===== config.mk =====
export PLATFORM = sky130hd
export DESIGN_NAME = cfe_front
export DESIGN_NICKNAME = d
export VERILOG_FILES = /design/src/hdl/cfe_pkg.sv /design/src/hdl/cfe_front.sv
export SDC_FILE = /design/constraint.sdc
export NUM_CORES = 2
export LEC_CHECK = 0
export BUFFER_PORTS_ARGS = -buffer_cell sky130_fd_sc_hd__buf_2
export CAP_MARGIN = 20
export CORE_AREA = 2 2 314 316
export CTS_BUF_LIST = sky130_fd_sc_hd__clkbuf_8 sky130_fd_sc_hd__clkbuf_16
export DETAILED_ROUTE_END_ITERATION = 6
export DIE_AREA = 0 0 316 318
export SLEW_MARGIN = 20
export SYNTH_ARGS = -nofsm -noshare
export SYNTH_HDL_FRONTEND = slang
export SYNTH_SLANG_ARGS = --single-unit

===== constraint.sdc =====
create_clock -name clk -period 6.58 [get_ports clk]
set_input_delay 0.987 -clock clk [delete_from_list [all_inputs] [get_ports clk]]
set_output_delay 0.987 -clock clk [all_outputs]
set_load 0.02 [all_outputs]

===== src/hdl/cfe_pkg.sv =====
// Shared types and constants of the Cruijff peak shape evaluator.
// Depends on nothing; used by every module of the block.
package cfe_pkg;

	localparam int FRAC_BITS = 16;
	localparam int MAX_TABLE = 14;
	localparam int DIV_BITS = 21;
	localparam int NUM_W = 48;
	localparam int DEN_W = 34;
	localparam int FRONT_STAGES = 5;
	localparam int EXP_FIXED_STAGES = 4;
	localparam int FIXED_LATENCY = FRONT_STAGES + DIV_BITS + EXP_FIXED_STAGES;

	localparam logic [30:0] ONE_Q30 = 31'h4000_0000;
	localparam logic [30:0] LOG2E_Q30 = 31'd1549082005;

	localparam logic [29:0] ROOT_FACTORS [MAX_TABLE] = '{
		30'd759250125, 30'd902905651, 30'd984625594, 30'd1028218693,
		30'd1050733751, 30'd1062175491, 30'd1067942999, 30'd1070838486,
		30'd1072289173, 30'd1073015252, 30'd1073378477, 30'd1073560135,
		30'd1073650976, 30'd1073696399
	};

	typedef enum logic [2:0] {
		CFG_PEAK_MEAN   = 3'd0,
		CFG_LEFT_WIDTH  = 3'd1,
		CFG_RIGHT_WIDTH = 3'd2,
		CFG_TAIL_FACTOR = 3'd3,
		CFG_PEAK_HEIGHT = 3'd4
	} cfg_reg_t;

	typedef struct packed {
		logic valid;
		logic one;
		logic zero;
	} cfe_side_t;

endpackage


===== src/hdl/cfe_front.sv =====
// Front end: distance to the mean, its square and the Cruijff denominator.
// Depends on cfe_pkg; feeds cfe_divider.
module cfe_front (
	input  logic                         clk,
	input  logic                         arst_n,
	input  logic                         start,
	input  logic [15:0]                  sample_x,
	input  logic [15:0]                  peak_mean,
	input  logic [15:0]                  left_width,
	input  logic [15:0]                  right_width,
	input  logic [15:0]                  tail_factor,
	output cfe_pkg::cfe_side_t           side_out,
	output logic [cfe_pkg::NUM_W-1:0]    num_out,
	output logic [cfe_pkg::DEN_W-1:0]    den_out
);

	cfe_pkg::cfe_side_t side_s1, side_s2, side_s3, side_s4, side_s5;
	logic        left_s1, left_s2;
	logic [15:0] diff_s1;
	logic [31:0] d_s2, d_s3, d_s4;
	logic [31:0] w2_s2;
	logic [32:0] twow_s3;
	logic [31:0] tail_s3;
	logic [cfe_pkg::DEN_W-1:0] den_s4, den_s5;
	logic [cfe_pkg::NUM_W-1:0] num_s5;
	logic        left_c, eq_c;
	logic [15:0] diff_c, wsel_c;
	logic [47:0] tail_prod_c;
	logic        zero_den_c, sat_c;

	assign left_c = sample_x < peak_mean;
	assign eq_c = sample_x == peak_mean;
	assign diff_c = left_c ? (peak_mean - sample_x) : (sample_x - peak_mean);
	assign wsel_c = left_s1 ? left_width : right_width;
	assign tail_prod_c = 48'(tail_factor) * 48'(d_s2);
	assign zero_den_c = den_s4 == '0;
	assign sat_c = 39'(d_s4) >= {den_s4, 5'b0};

	always_ff @(posedge clk or negedge arst_n) begin
		if (!arst_n) begin
			side_s1 <= '0;
			side_s2 <= '0;
			side_s3 <= '0;
			side_s4 <= '0;
			side_s5 <= '0;
		end else begin
			side_s1 <= '{valid: start, one: eq_c, zero: 1'b0};
			side_s2 <= side_s1;
			side_s3 <= side_s2;
			side_s4 <= side_s3;
			side_s5 <= '{valid: side_s4.valid, one: side_s4.one | zero_den_c, zero: sat_c};
		end
	end

	always_ff @(posedge clk) begin
		left_s1 <= left_c;
		diff_s1 <= diff_c;
		left_s2 <= left_s1;
		d_s2 <= 32'(diff_s1) * 32'(diff_s1);
		w2_s2 <= 32'(wsel_c) * 32'(wsel_c);
		d_s3 <= d_s2;
		twow_s3 <= {w2_s2, 1'b0};
		tail_s3 <= left_s2 ? tail_prod_c[47:16] : 32'd0;
		d_s4 <= d_s3;
		den_s4 <= cfe_pkg::DEN_W'(twow_s3) + cfe_pkg::DEN_W'(tail_s3);
		den_s5 <= den_s4;
		num_s5 <= {d_s4, 16'b0};
	end

	assign side_out = side_s5;
	assign num_out = num_s5;
	assign den_out = den_s5;

endmodule


After elaboration in Yosys (flattened, before gate mapping) --
Cells that the tools add are included.
Word-level totals: memories 0, bits of input ports 83, register bits after elaboration 321, latch bits 0, memory bits (writable) 0, memory bits (read-only) 0
Operators by class: reduce and logical (&&, ||, !) cells 1, multiply operators 3, bitwise operators 1, div/mod/pow operators 0, shift-type cells 0, equality and inequality tests 1, add/subtract/negate cells 3, order comparisons 2, multiplexer cells 2
Operators with widths (number):
- 16-bit by 16-bit multiplier with 32-bit output | 2
- 16-bit by 32-bit multiplier with 48-bit output | 1
- 32-bit by 39-bit greater-or-equal comparator with 1-bit output | 1
- 33-bit by 32-bit adder with 34-bit output | 1
- 34-bit zero test | 1
- 16-bit two-way mux | 2
- 16-bit subtractor | 2
- 16-bit equality test | 1
- 16-bit less-than comparator | 1
- 1-bit bitwise OR | 1

Longest topological paths before layout --
word-level depth 2, depth in mapped cells 28

Worst setup path after synthesis --
No wires, ideal clock.
kind input -> register, start input port left_width[11], end register w2_s2[31], setup time 0.072 ns, slack -0.484 ns, stages on the path 26, data required time 6.508 ns, arrival 6.992 ns, cells stage by stage mux2i_1 clkinv_1 nand2_1 inv_1 fa_1 inv_1 fa_1 inv_1 fa_1 inv_1 fa_1 inv_1 fa_1 inv_1 fa_1 inv_1 ha_1 a21oi_1 nand2_1 a211o_1 o211ai_1 o21bai_1 a41oi_1 o2111ai_1 a31oi_1 xnor2_1
Between the ends: word-level cells in the longest chain between the ends 2
RTL lines:
- from (decl) | RTL line cfe_front.sv:9 | input logic [15:0] left_width,
- 16-bit two-way mux | RTL line cfe_front.sv:34 | assign wsel_c = left_s1 ? left_width : right_width;
- 16-bit by 16-bit multiplier with 32-bit output | RTL line cfe_front.sv:60 | w2_s2 <= 32'(wsel_c) * 32'(wsel_c);
- to (signal assigned) | RTL line cfe_front.sv:60
- to (decl) | RTL line cfe_front.sv:21 | logic [31:0] w2_s2;
Every way passes these cells. A chain may end at the register's enable or synchronous reset.

Final worst setup path --
start register left_s1, end register w2_s2[31]
Between the ends: word-level cells in the longest chain between the ends 2
RTL lines:
- from (decl) | RTL line cfe_front.sv:18 | logic left_s1, left_s2;
- from (signal assigned) | RTL line cfe_front.sv:56 | left_s1 <= left_c;
- 16-bit two-way mux | RTL line cfe_front.sv:34
- 16-bit by 16-bit multiplier with 32-bit output | RTL line cfe_front.sv:60
Every way passes these cells.

==> metrics.cfg <==
[outcome]
status = finished clean

[die]
pin_count = 168
initial_utilization_pct = 41.5
design.die.area_um2 = 100000
fp.dieW_um = 316
core_area_um2 = 97400
fp-row-count = 115
fp.dieH_um = 318

[clock_tree]
htree_levels = 2
cts.path.max_buffers = 3
clock_sinks = 315
holdBufCountCts = 0
cts_tree = done
clk_latency_ns = 0.58
root_buffer = clkbuf_16
cts_buffers = 37
clkTransAtPathRegs_ns = 0.06

[timing]
finClkSkew_ns = 0.0264
hold_viol = 0
setup_ws_ns = 0.177
rsz0062_at_grt = yes
finalCritPeriodShare_pct = 97.3
fin_crit_ns = 6.40
slew_violations = 0
max_freq_ghz = 0.156
max-slew-margin-rel_pct = 47.1
setup_violations = 0
tightestPinTransition_ns = 0.786

[final_layout]
layout-drive-gt1-share_pct = 13.9
area_delta_synth_final_pct = 15.2
regArea_um2 = 6380
nFillCells = 9290
final_util_pct = 47.8
fin_nets = 5979
stdcell_count = 6067
most-common-layout-cells = inv_1, fa_1, nand2_1, ha_1, buf_4
multi_input_comb_area_um2 = 30000
final_common_cell = inv_1
stdcell_area_um2 = 46600

[flow_run]
cap_violations = 0

[grt]
grt_usage_pct = 20.0
first_global_vias = 31100
grt_use_met3_pct = 2.17
grt_use_met1_pct = 27.9
grt_first_pass_wirelength_um = 161000
globalRouteMet2Util_pct = 33.3
grt_max_degree = 31
grt_overflow = 0
antenna_found_initial = 4
top_usage_layer = met2

[placed_design]
io_buffer_count = 150
pre_cts_ws_ns = -0.498
dpl.hpwl_um = 84000
postPlaceCellArea_um2 = 44900
gp_congestion = 0.882
dp.cells = 5987

[route]
firstDrtPassIters = 5
vias = 29500
ant_nets = 0
finalWirelength_um = 97300
via_per_inst = 4.86
route.detailed.drc = 0
drt_iter0_drc = 1297
detail_route.wl_per_cell_um = 16.0

[worst_hold_path]
min-delay-path-class = register to register

[yosys]
synthesis.instances = 4353
synth_seq_cells = 315
synth_warnings = 0
synthDistinctLibCells = 76
yosysSeqAreaShare_pct = 15.7
synth-async-reset-ratio_pct = 3.49
syn_area_um2 = 40400
synth.avg_cell_area_um2 = 9.29
synth_edf_count = 0
synthFlopType = dfxtp_1

[critical_path]
crit_required_ns = 7.08
critPathLaunchType = register
cp_common_cell = fa_1
path_buf_inv = 10
critPathArrivalTime_ns = 6.90
cp_top_family = adder cells
crit_slowest_cell = fa_1
crit_type = register to register
critPathMaxFanout = 8
critPathMaxStageDelay_ns = 0.50
crit_path_end_kind = register

-- through the flow --
stage,TNS [ns],hold slack [ns]
floorplan,0,0.310
global placement,-7.65,0.311
detailed placement,-10.11,0.312
CTS,0,0.308
global route,-0.119,0.313
finish,0,0.322
-- logic make-up (layout without fill, tap and decap cells) --
| group | count (synthesis) | count (layout) | share of synthesized area, % |
|---|---|---|---|
| AO/OA/AOI/OAI | 467 | 467 | 7.58 |
| XOR/XNOR | 139 | 139 | 3.01 |
| adder cells (fa/ha/maj) | 1145 | 1145 | 49.2 |
| buffers and inverters | 1159 | 1563 | 10.9 |
| flip-flops | 315 | 315 | 15.7 |
| multiplexers | 29 | 29 | 0.752 |
| other | 2 | 25 | 0.0186 |
| AND/OR/NAND/NOR | 1097 | 1097 | 12.8 |
-- flip-flops by register name (all words and copies together), names as in the netlist, 3 cells and up --
register  count
den_out      34
den_s4       34
tail_s3      32
d_s2         31
d_s3         31
d_s4         31
num_out      31
twow_s3      31
w2_s2        31
diff_s1      16
side_out      3
-- Yosys cell counts, drive strengths merged (5+ instances only) --
cell type     n  area [um2]
xnor2        95         832
a31oi        21         146
fa          740       14800
nand3        24         120
o21ai        88         444
nor2        184         691
a21oi       146         749
o2111ai      12         118
nand4        27         169
a211oi       20         170
dfrtp        11         275
o21a         15         113
o31ai         5        47.5
a211o         5        43.8
nor2b        24         150
nand2       483        1820
ha          405        5070
o21bai       22         165
dfxtp       304        6090
clkbuf      129         485
nand2b       17         106
or3           7        43.8
a21o         80         601
and2        269        1680
xor2         44         385
a31o          6        52.6
buf          24         163
mux2         11         124
a21boi        5        37.5
nor4          9        56.3
and3         17         106
o211ai       12        90.1
mux2i        18         180
nor3         22         110
clkinv        5        18.8
inv        1001        3760
-- timing repair --
action                     4_1_cts  5_1_grt
resized for setup                3       73
setup buffers                    3        9
pin swaps                        2       30
setup endpoints to repair        5       27
-- cell type report --
| cell class | count | area share (%) |
|---|---|---|
| diodes | 1 | 0.00537 |
| clock buffers | 44 | 2.19 |
| clock inverters | 23 | 0.529 |
| inverters | 1006 | 8.14 |
| multi-input cells | 2901 | 64.4 |
| flip-flops and latches | 315 | 13.7 |
| well taps | 1287 | 3.46 |
| repair buffers | 490 | 7.55 |
-- layer usage --
layer	part of all wire, %	wire, um
met2	48	46700
met4	2.2	2180
met5	0.024	23
met1	46	44300
met3	4.2	4080
-- path summary, 6_finish.rpt --
check	to	slack, ns	from	cells past startpoint
worst min-delay path	twow_s3[5]	0.32	w2_s2[4]	0
worst max-delay path	w2_s2[31]	0.18	left_s1	26
max in group asynchronous	side_out[0]	5.91	arst_n	1
worst max register to register	w2_s2[31]	0.18	left_s1	26
min in group asynchronous	side_s2[1]	0.34	arst_n	1
worst min register to register	twow_s3[5]	0.32	w2_s2[4]	0
-- worst register-to-register path, delay by kind of cell, from the launching register on --
family / cells / cell delay (ns)
buf+inv: 10 / 1.08
flops: 1 / 0.34
compound gates: 4 / 0.74
simple gates: 3 / 0.43
mux: 1 / 0.34
xor+xnor: 1 / 0.20
fa+ha+maj: 7 / 3.19
Power is not shown: default switching activity piles up to over one toggle a cycle in this logic, so the estimate is an artifact.
