`config.mk`:
```
export PLATFORM = sky130hd
export DESIGN_NAME = cfe_divider
export DESIGN_NICKNAME = d
export VERILOG_FILES = /design/src/hdl/cfe_pkg.sv /design/src/hdl/cfe_divider.sv
export SDC_FILE = /design/constraint.sdc
export NUM_CORES = 2
export LEC_CHECK = 0
export ABC_CLOCK_PERIOD_IN_PS = 3700
export BUFFER_PORTS_ARGS = -buffer_cell sky130_fd_sc_hd__buf_2
export CAP_MARGIN = 15
export CELL_PAD_IN_SITES_DETAIL_PLACEMENT = 1
export CELL_PAD_IN_SITES_GLOBAL_PLACEMENT = 2
export CORE_ASPECT_RATIO = 1.75
export CORE_MARGIN = 1.5
export CORE_UTILIZATION = 41
export DETAILED_ROUTE_END_ITERATION = 7
export PLACE_DENSITY = 0.79
export SYNTH_ARGS = -nofsm -noshare
export SYNTH_HDL_FRONTEND = slang
export SYNTH_SLANG_ARGS = --single-unit
```
`constraint.sdc`:
```
create_clock -name clk -period 3.7 [get_ports clk]
set_clock_uncertainty 0.1 [all_clocks]
set_input_delay 0.37 -clock clk [delete_from_list [all_inputs] [get_ports clk]]
set_output_delay 0.37 -clock clk [all_outputs]
set_load 0.01 [all_outputs]
```
`src/hdl/cfe_pkg.sv`:
```
// Shared types and constants of the Cruijff peak shape evaluator.
// Depends on nothing; used by every module of the block.
package cfe_pkg;

	localparam int FRAC_BITS = 16;
	localparam int MAX_TABLE = 14;
	localparam int DIV_BITS = 21;
	localparam int NUM_W = 48;
	localparam int DEN_W = 34;
	localparam int FRONT_STAGES = 5;
	localparam int EXP_FIXED_STAGES = 4;
	localparam int FIXED_LATENCY = FRONT_STAGES + DIV_BITS + EXP_FIXED_STAGES;

	localparam logic [30:0] ONE_Q30 = 31'h4000_0000;
	localparam logic [30:0] LOG2E_Q30 = 31'd1549082005;

	localparam logic [29:0] ROOT_FACTORS [MAX_TABLE] = '{
		30'd759250125, 30'd902905651, 30'd984625594, 30'd1028218693,
		30'd1050733751, 30'd1062175491, 30'd1067942999, 30'd1070838486,
		30'd1072289173, 30'd1073015252, 30'd1073378477, 30'd1073560135,
		30'd1073650976, 30'd1073696399
	};

	typedef enum logic [2:0] {
		CFG_PEAK_MEAN   = 3'd0,
		CFG_LEFT_WIDTH  = 3'd1,
		CFG_RIGHT_WIDTH = 3'd2,
		CFG_TAIL_FACTOR = 3'd3,
		CFG_PEAK_HEIGHT = 3'd4
	} cfg_reg_t;

	typedef struct packed {
		logic valid;
		logic one;
		logic zero;
	} cfe_side_t;

endpackage

```
`src/hdl/cfe_divider.sv`:
```
// Pipelined restoring divider, one quotient bit per stage.
// Depends on cfe_pkg; fed by cfe_front, feeds cfe_exp.
module cfe_divider (
	input  logic                           clk,
	input  logic                           arst_n,
	input  cfe_pkg::cfe_side_t             side_in,
	input  logic [cfe_pkg::NUM_W-1:0]      num_in,
	input  logic [cfe_pkg::DEN_W-1:0]      den_in,
	output cfe_pkg::cfe_side_t             side_out,
	output logic [cfe_pkg::DIV_BITS-1:0]   quo_out
);

	localparam int CMP_W = cfe_pkg::DEN_W + cfe_pkg::DIV_BITS;

	cfe_pkg::cfe_side_t                side_s [cfe_pkg::DIV_BITS+1];
	logic [cfe_pkg::NUM_W-1:0]         rem_s  [cfe_pkg::DIV_BITS+1];
	logic [cfe_pkg::DEN_W-1:0]         den_s  [cfe_pkg::DIV_BITS+1];
	logic [cfe_pkg::DIV_BITS-1:0]      quo_s  [cfe_pkg::DIV_BITS+1];

	assign side_s[0] = side_in;
	assign rem_s[0] = num_in;
	assign den_s[0] = den_in;
	assign quo_s[0] = '0;

	for (genvar k = 0; k < cfe_pkg::DIV_BITS; k++) begin : g_stage
		localparam int BIT = cfe_pkg::DIV_BITS - 1 - k;
		logic [CMP_W-1:0] shifted_c;
		logic             take_c;

		assign shifted_c = CMP_W'(den_s[k]) << BIT;
		assign take_c = CMP_W'(rem_s[k]) >= shifted_c;

		always_ff @(posedge clk or negedge arst_n) begin
			if (!arst_n) begin
				side_s[k+1] <= '0;
			end else begin
				side_s[k+1] <= side_s[k];
			end
		end

		always_ff @(posedge clk) begin
			rem_s[k+1] <= take_c ? cfe_pkg::NUM_W'(CMP_W'(rem_s[k]) - shifted_c) : rem_s[k];
			den_s[k+1] <= den_s[k];
			quo_s[k+1] <= quo_s[k] | (cfe_pkg::DIV_BITS'(take_c) << BIT);
		end
	end

	assign side_out = side_s[cfe_pkg::DIV_BITS];
	assign quo_out = quo_s[cfe_pkg::DIV_BITS];

endmodule

```
======== After elaboration in Yosys (flattened, before gate mapping) ========
Index checks and enable logic that the tools add are counted.
cells by class
  bitwise logic cells ..................... 20
  magnitude comparators ................... 21
  add/subtract/negate cells ............... 20
  mux-type cells .......................... 20
operator list
  cell                                                            number
  48-bit two-way mux                                              20
  48-bit subtractor                                               7
  48-bit by 54-bit greater-or-equal comparator with 1-bit output  1
  48-bit by 53-bit greater-or-equal comparator with 1-bit output  1
  48-bit by 52-bit greater-or-equal comparator with 1-bit output  1
  48-bit by 51-bit greater-or-equal comparator with 1-bit output  1
  48-bit by 50-bit greater-or-equal comparator with 1-bit output  1
  48-bit by 49-bit greater-or-equal comparator with 1-bit output  1
  48-bit by 34-bit greater-or-equal comparator with 1-bit output  1
  48-bit by 35-bit greater-or-equal comparator with 1-bit output  1
  48-bit by 36-bit greater-or-equal comparator with 1-bit output  1
  48-bit by 37-bit greater-or-equal comparator with 1-bit output  1
  48-bit by 38-bit greater-or-equal comparator with 1-bit output  1
  48-bit by 39-bit greater-or-equal comparator with 1-bit output  1
  48-bit by 40-bit greater-or-equal comparator with 1-bit output  1
  48-bit by 41-bit greater-or-equal comparator with 1-bit output  1
  48-bit by 42-bit greater-or-equal comparator with 1-bit output  1
  48-bit by 43-bit greater-or-equal comparator with 1-bit output  1
  48-bit by 44-bit greater-or-equal comparator with 1-bit output  1
  48-bit by 45-bit greater-or-equal comparator with 1-bit output  1
  48-bit by 46-bit greater-or-equal comparator with 1-bit output  1
  48-bit by 47-bit greater-or-equal comparator with 1-bit output  1
  48-bit greater-or-equal comparator                              1
  48-bit by 35-bit subtractor with 48-bit output                  1
  32 further kinds                                                32
storage, ports and cells
  register bits ........................... 2124
  output and inout port bits .............. 24
  input bits .............................. 87
  word-level logic and storage cells ...... 205

======== Depth between registers and ports, before layout ========
  depth after elaboration ................. 2
  gate-level depth with buffers ........... 17

======== Worst setup path after synthesis ========
OpenSTA, ideal clock, no wires.
  path kind ............................... in2reg
  start point ............................. input num_in[20] (netlist name)
  end point ............................... register rem_s[1000] (netlist name)
  path slack .............................. 0.223 ns
  buffers on the path ..................... 2
  stages on the path ...................... 16
  arrival time ............................ 3.256 ns
  cells stage by stage .................... inv_1 ha_1 fa_1 nor2b_1 o21a_1 o21ai_1 a21oi_1 a21oi_1 a211oi_2 a221oi_2 o21ai_2 a31oi_1 or4_1 buf_4 buf_6 mux2_4
on the way
  longest elaborated chain between the ends .. 2
RTL lines
  what                                                                                                 RTL line                              source
  start: declaration                                                                                   cfe_divider.sv:7                      input logic [cfe_pkg::NUM_W-1:0] num_in,
  48-bit subtractor or 48-bit by 54-bit greater-or-equal comparator with 1-bit output (tied branches)  cfe_divider.sv:42, cfe_divider.sv:31
  48-bit two-way mux *                                                                                 cfe_divider.sv:42                     rem_s[k+1] <= take_c ? cfe_pkg::NUM_W'(CMP_W'(rem_s[k]) - shifted_c) : rem_s[k];
  end signal: indexed assignment                                                                       cfe_divider.sv:42
  end: declaration                                                                                     cfe_divider.sv:16                     logic [cfe_pkg::NUM_W-1:0] rem_s [cfe_pkg::DIV_BITS+1];
Mark *: on every way between the ends. The rest lies on a longest branch, timed or not.

======== Worst setup path in the final report ========
  start point ............................. input num_in[44] (netlist name)
  end point ............................... register rem_s[1002] (netlist name)
on the way
  longest elaborated chain between the ends .. 2
RTL lines
  what                                                            RTL line           source
  48-bit by 54-bit greater-or-equal comparator with 1-bit output  cfe_divider.sv:31  assign take_c = CMP_W'(rem_s[k]) >= shifted_c;
  48-bit two-way mux                                              cfe_divider.sv:42
Every way passes these cells.

==> results.py <==
metrics = {
    "worst_setup_path": {
        "r2r-end": "rem_s[515]$_DFF_P_",
        "reg2regPathDepth": 18,
        "critPathKind": "in -> reg",
        "cp_max_fo": 6,
        "endpoint": "rem_s[1002]$_DFF_P_",
        "cp.arrival_ns": 4.36,
        "reg2reg_from": "rem_s[538]$_DFF_P_",
        "r2r_slack_ns": -0.03,
        "cp-startpoint": "num_in[44]",
        "crit_required_ns": 4.32,
        "cp-start-kind": "input pin",
        "end_kind": "flop",
    },
    "logic_synthesis": {
        "synth.distinct_cells": 109,
        "syn_area_sq_um": 85950,
        "synth_edf_count": 0,
        "syn_nets": 9938,
        "synth_area_per_cell_sq_um": 9.406,
        "ys.flop_type": "dfxtp_1",
        "syn_inst": 9138,
        "yosys-top-cells-count": "dfxtp_1 (1,871), inv_1 (866), a21oi_1 (789)",
        "yosys_register_bits": 1934,
        "yosysTopAreaCell": "dfxtp_1",
        "synthTopCellsByArea": "dfxtp_1 (44%), ha_1 (10%), a21oi_1 (4.6%)",
        "ys_seq_area_frac": 0.4541,
        "ys_warn_count": 0,
        "synth_top_cell_area_share": 0.4358,
        "ys_async_sr_fraction": 0.03257,
        "yosysMostFrequentCell": "dfxtp_1",
    },
    "floorplan": {
        "die_w_microns": 349.1,
        "die_area_sq_um": 212500,
        "rows": 222,
        "die_y_microns": 608.7,
        "core_area_sq_um": 208600,
        "start_util": 0.4120,
        "io_pins": 111,
    },
    "cts": {
        "clkLatencyLatePin_ns": 0.88,
        "cts_tree": "yes",
        "cts_sinks": 1934,
        "clk_path_buf_depth": 4,
        "clkTransAtPathRegs_ns": 0.07,
        "ctsHtreeMaxLevel": 4,
        "cts-root-buf": "clkbuf_16",
        "cts_made_buffers": 192,
    },
    "run_status": {
        "violations": "negative setup slack",
        "outcome": "complete, but fails checks",
    },
    "worst_hold_path": {
        "hold_class": "in -> reg",
    },
    "route": {
        "wl_per_cell_microns": 21.13,
        "antenna_left": 0,
        "via_count": 70480,
        "drtIter0Drc": 1766,
        "drc": 0,
        "totalWireLength_mm": 282.9,
        "dr.pass1.iters": 5,
        "viasPerCell": 5.263,
    },
    "global_route": {
        "grt_pass1_vias": 79610,
        "grt-ovfl-total": 0,
        "grt_first_pass_wirelength_mm": 419.4,
        "grt_start_max_net_pins": 69,
        "grtUsageTotal": 0.2560,
        "antenna_found_initial": 2,
    },
    "place": {
        "hpwl_mm": 219.8,
        "numPortBuffers": 110,
        "gp_congestion": 0.9240,
        "dp.cells": 12810,
    },
    "pwr": {
        "ir_worst_vdd_mv": 0.4095,
        "p_leak_nw": 50.71,
        "power_density_nw_per_um2": 870.3,
    },
    "finish": {
        "fin_util": 0.5206,
        "final_layout_size_suffix_gt1_frac": 0.2091,
        "final_cells": 13390,
        "area_delta_synth_final_pct": 26.36,
        "nets": 11240,
    },
    "sta": {
        "finalSetupViolations": 49,
        "slew_headroom": 0.4159,
        "rsz0062_at_grt": "true",
        "finalHoldViolations": 0,
        "clock.fmax_mhz": 267.0,
        "slew_viol_final": 0,
        "final.period_utilization": 1.012,
        "tightest_slew_ns": 0.8649,
        "setup_ws_ns": -0.04587,
        "min_period_ns": 3.746,
    },
    "flow_run": {
        "maxCapViolations": 0,
    },
}
[state kept, by name (all words and copies together) (netlist names)]
register / cells
side_out: 3
den_s: 680
quo_out: 21
quo_s: 210
rem_s: 960
side_s: 60
[power by group]
group	leakage (nW)	switching, mW	internal, mW	total, mW
clock network	3.20	8.42	11.9	20.3
logic	31.0	24.6	21.0	45.6
registers	16.5	2.86	25.7	28.6
total	50.7	35.9	58.6	94.5
[layout by cell type (no fill, tap or decap), types with 32 or more instances in the layout]
master         netlist  layout
o21bai_1            85      83
nor3_1              92      83
mux2_2             187     118
o21ai_1             16      48
buf_2               35     108
o211ai_1            32      32
nand2b_1           102     100
clkbuf_16            0     208
dfxtp_1           1871    1846
o31ai_1             46      35
a211oi_1            47      35
dlygate4sd3_1        0     106
nor4_1              70      60
nor2_1             520     485
xor2_1             294     294
and2_1              39      39
mux2_4               7      79
buf_4               35    1044
a21o_1             409     409
nand3_1            141     136
and3_1              66      62
buf_12               0      42
a21oi_1            789     733
clkbuf_8             3      43
a21oi_2              6      52
nand4_1            114     114
nor2b_1            100      93
inv_1              866     847
xnor2_1            368     368
ha_1               693     668
dfrtp_1             63      63
o21a_1              76      72
o21ai_0            575     512
nand2_1            654     638
a31oi_1             63      49
[worst min-delay path by stage]
| stage | start | endpoint | slack [ns] | cells after the start |
|---|---|---|---|---|
| 2_1_floorplan | arst_n | side_out[0]$_DFF_PN0_ | -0.03 | 0 |
| 3_3_place_gp | quo_s[248]$_DFF_P_ | quo_s[227]$_DFF_P_ | 0.21 | 0 |
| 3_5_place_dp | quo_s[146]$_DFF_P_ | quo_s[125]$_DFF_P_ | 0.21 | 0 |
| 4_1_cts | num_in[12] | rem_s[972]$_DFF_P_ | 0.0004 | 2 |
| 5_1_grt | num_in[14] | rem_s[974]$_DFF_P_ | 0.04 | 2 |
| 6_report | num_in[12] | rem_s[972]$_DFF_P_ | 0.06 | 2 |
[kinds of logic after synthesis]
kind of cell,count (synthesis),synth area share
flops,1934,0.4541
compound gates,2417,0.1762
buf+inv,1121,0.05182
xor+xnor,662,0.06746
simple gates,2083,0.1174
fa+ha+maj,713,0.1055
mux,208,0.02741
[worst max-delay path, stage by stage]
cell	delay, ns
dlygate4sd3_1	0.54
buf_2	0.14
ha_1	0.56
nand4_1	0.28
nor2_1	0.25
nand4_1	0.12
buf_4	0.20
o21ai_0	0.38
buf_4	0.22
a31oi_1	0.05
or4_4	0.69
clkbuf_16	0.23
mux2_4	0.29
[area by class of cell]
class | instances | area [sq um]
Clock inverter | 64 | 819.5
Fill cell | 23290 | 99990
Inverter | 866 | 3254
Tap cell | 2800 | 3503
Clock buffer | 271 | 5680
Sequential cell | 1934 | 39060
Antenna cell | 16 | 40.04
Timing Repair Buffer | 1358 | 11240
Multi-Input combinational cell | 6083 | 45000
[per-layer routing]
metal  track usage  up-vias  part of all wire
li1              -    34140                 -
met2        0.5833     1175              0.62
met3       0.02129      966             0.017
met1        0.1577    34200              0.25
met4        0.2338        0              0.11
met5             0        -                 0
[stage by stage]
stage               hold WS, ns  setup slack (ns)  setup TNS, ns  instance area (sq um)  total power [mW]
global route            0.03653           -0.1298         -7.503                 108600             100.3
floorplan              -0.02559            0.2229              0                  85950             54.42
CTS                   0.0003616           -0.2024         -10.00                 106600             93.45
finish                  0.05645          -0.04587        -0.6164                 108600             94.53
global placement         0.2095           -0.4857         -59.72                  96960             69.77
detailed placement       0.2132           -0.4984         -85.59                  96960             71.10
[what timing repair did]
action / in CTS / in global routing
gates cloned: 12 / 12
hold buffers: 105 / 3
pin swaps: 105 / 185
setup endpoints to repair: 458 / 500
setup buffers: 66 / 58
resized for setup: 299 / 383
endpoints found under the hold margin: 123 / 2
No activity file was read; power rests on OpenSTA's default activity.
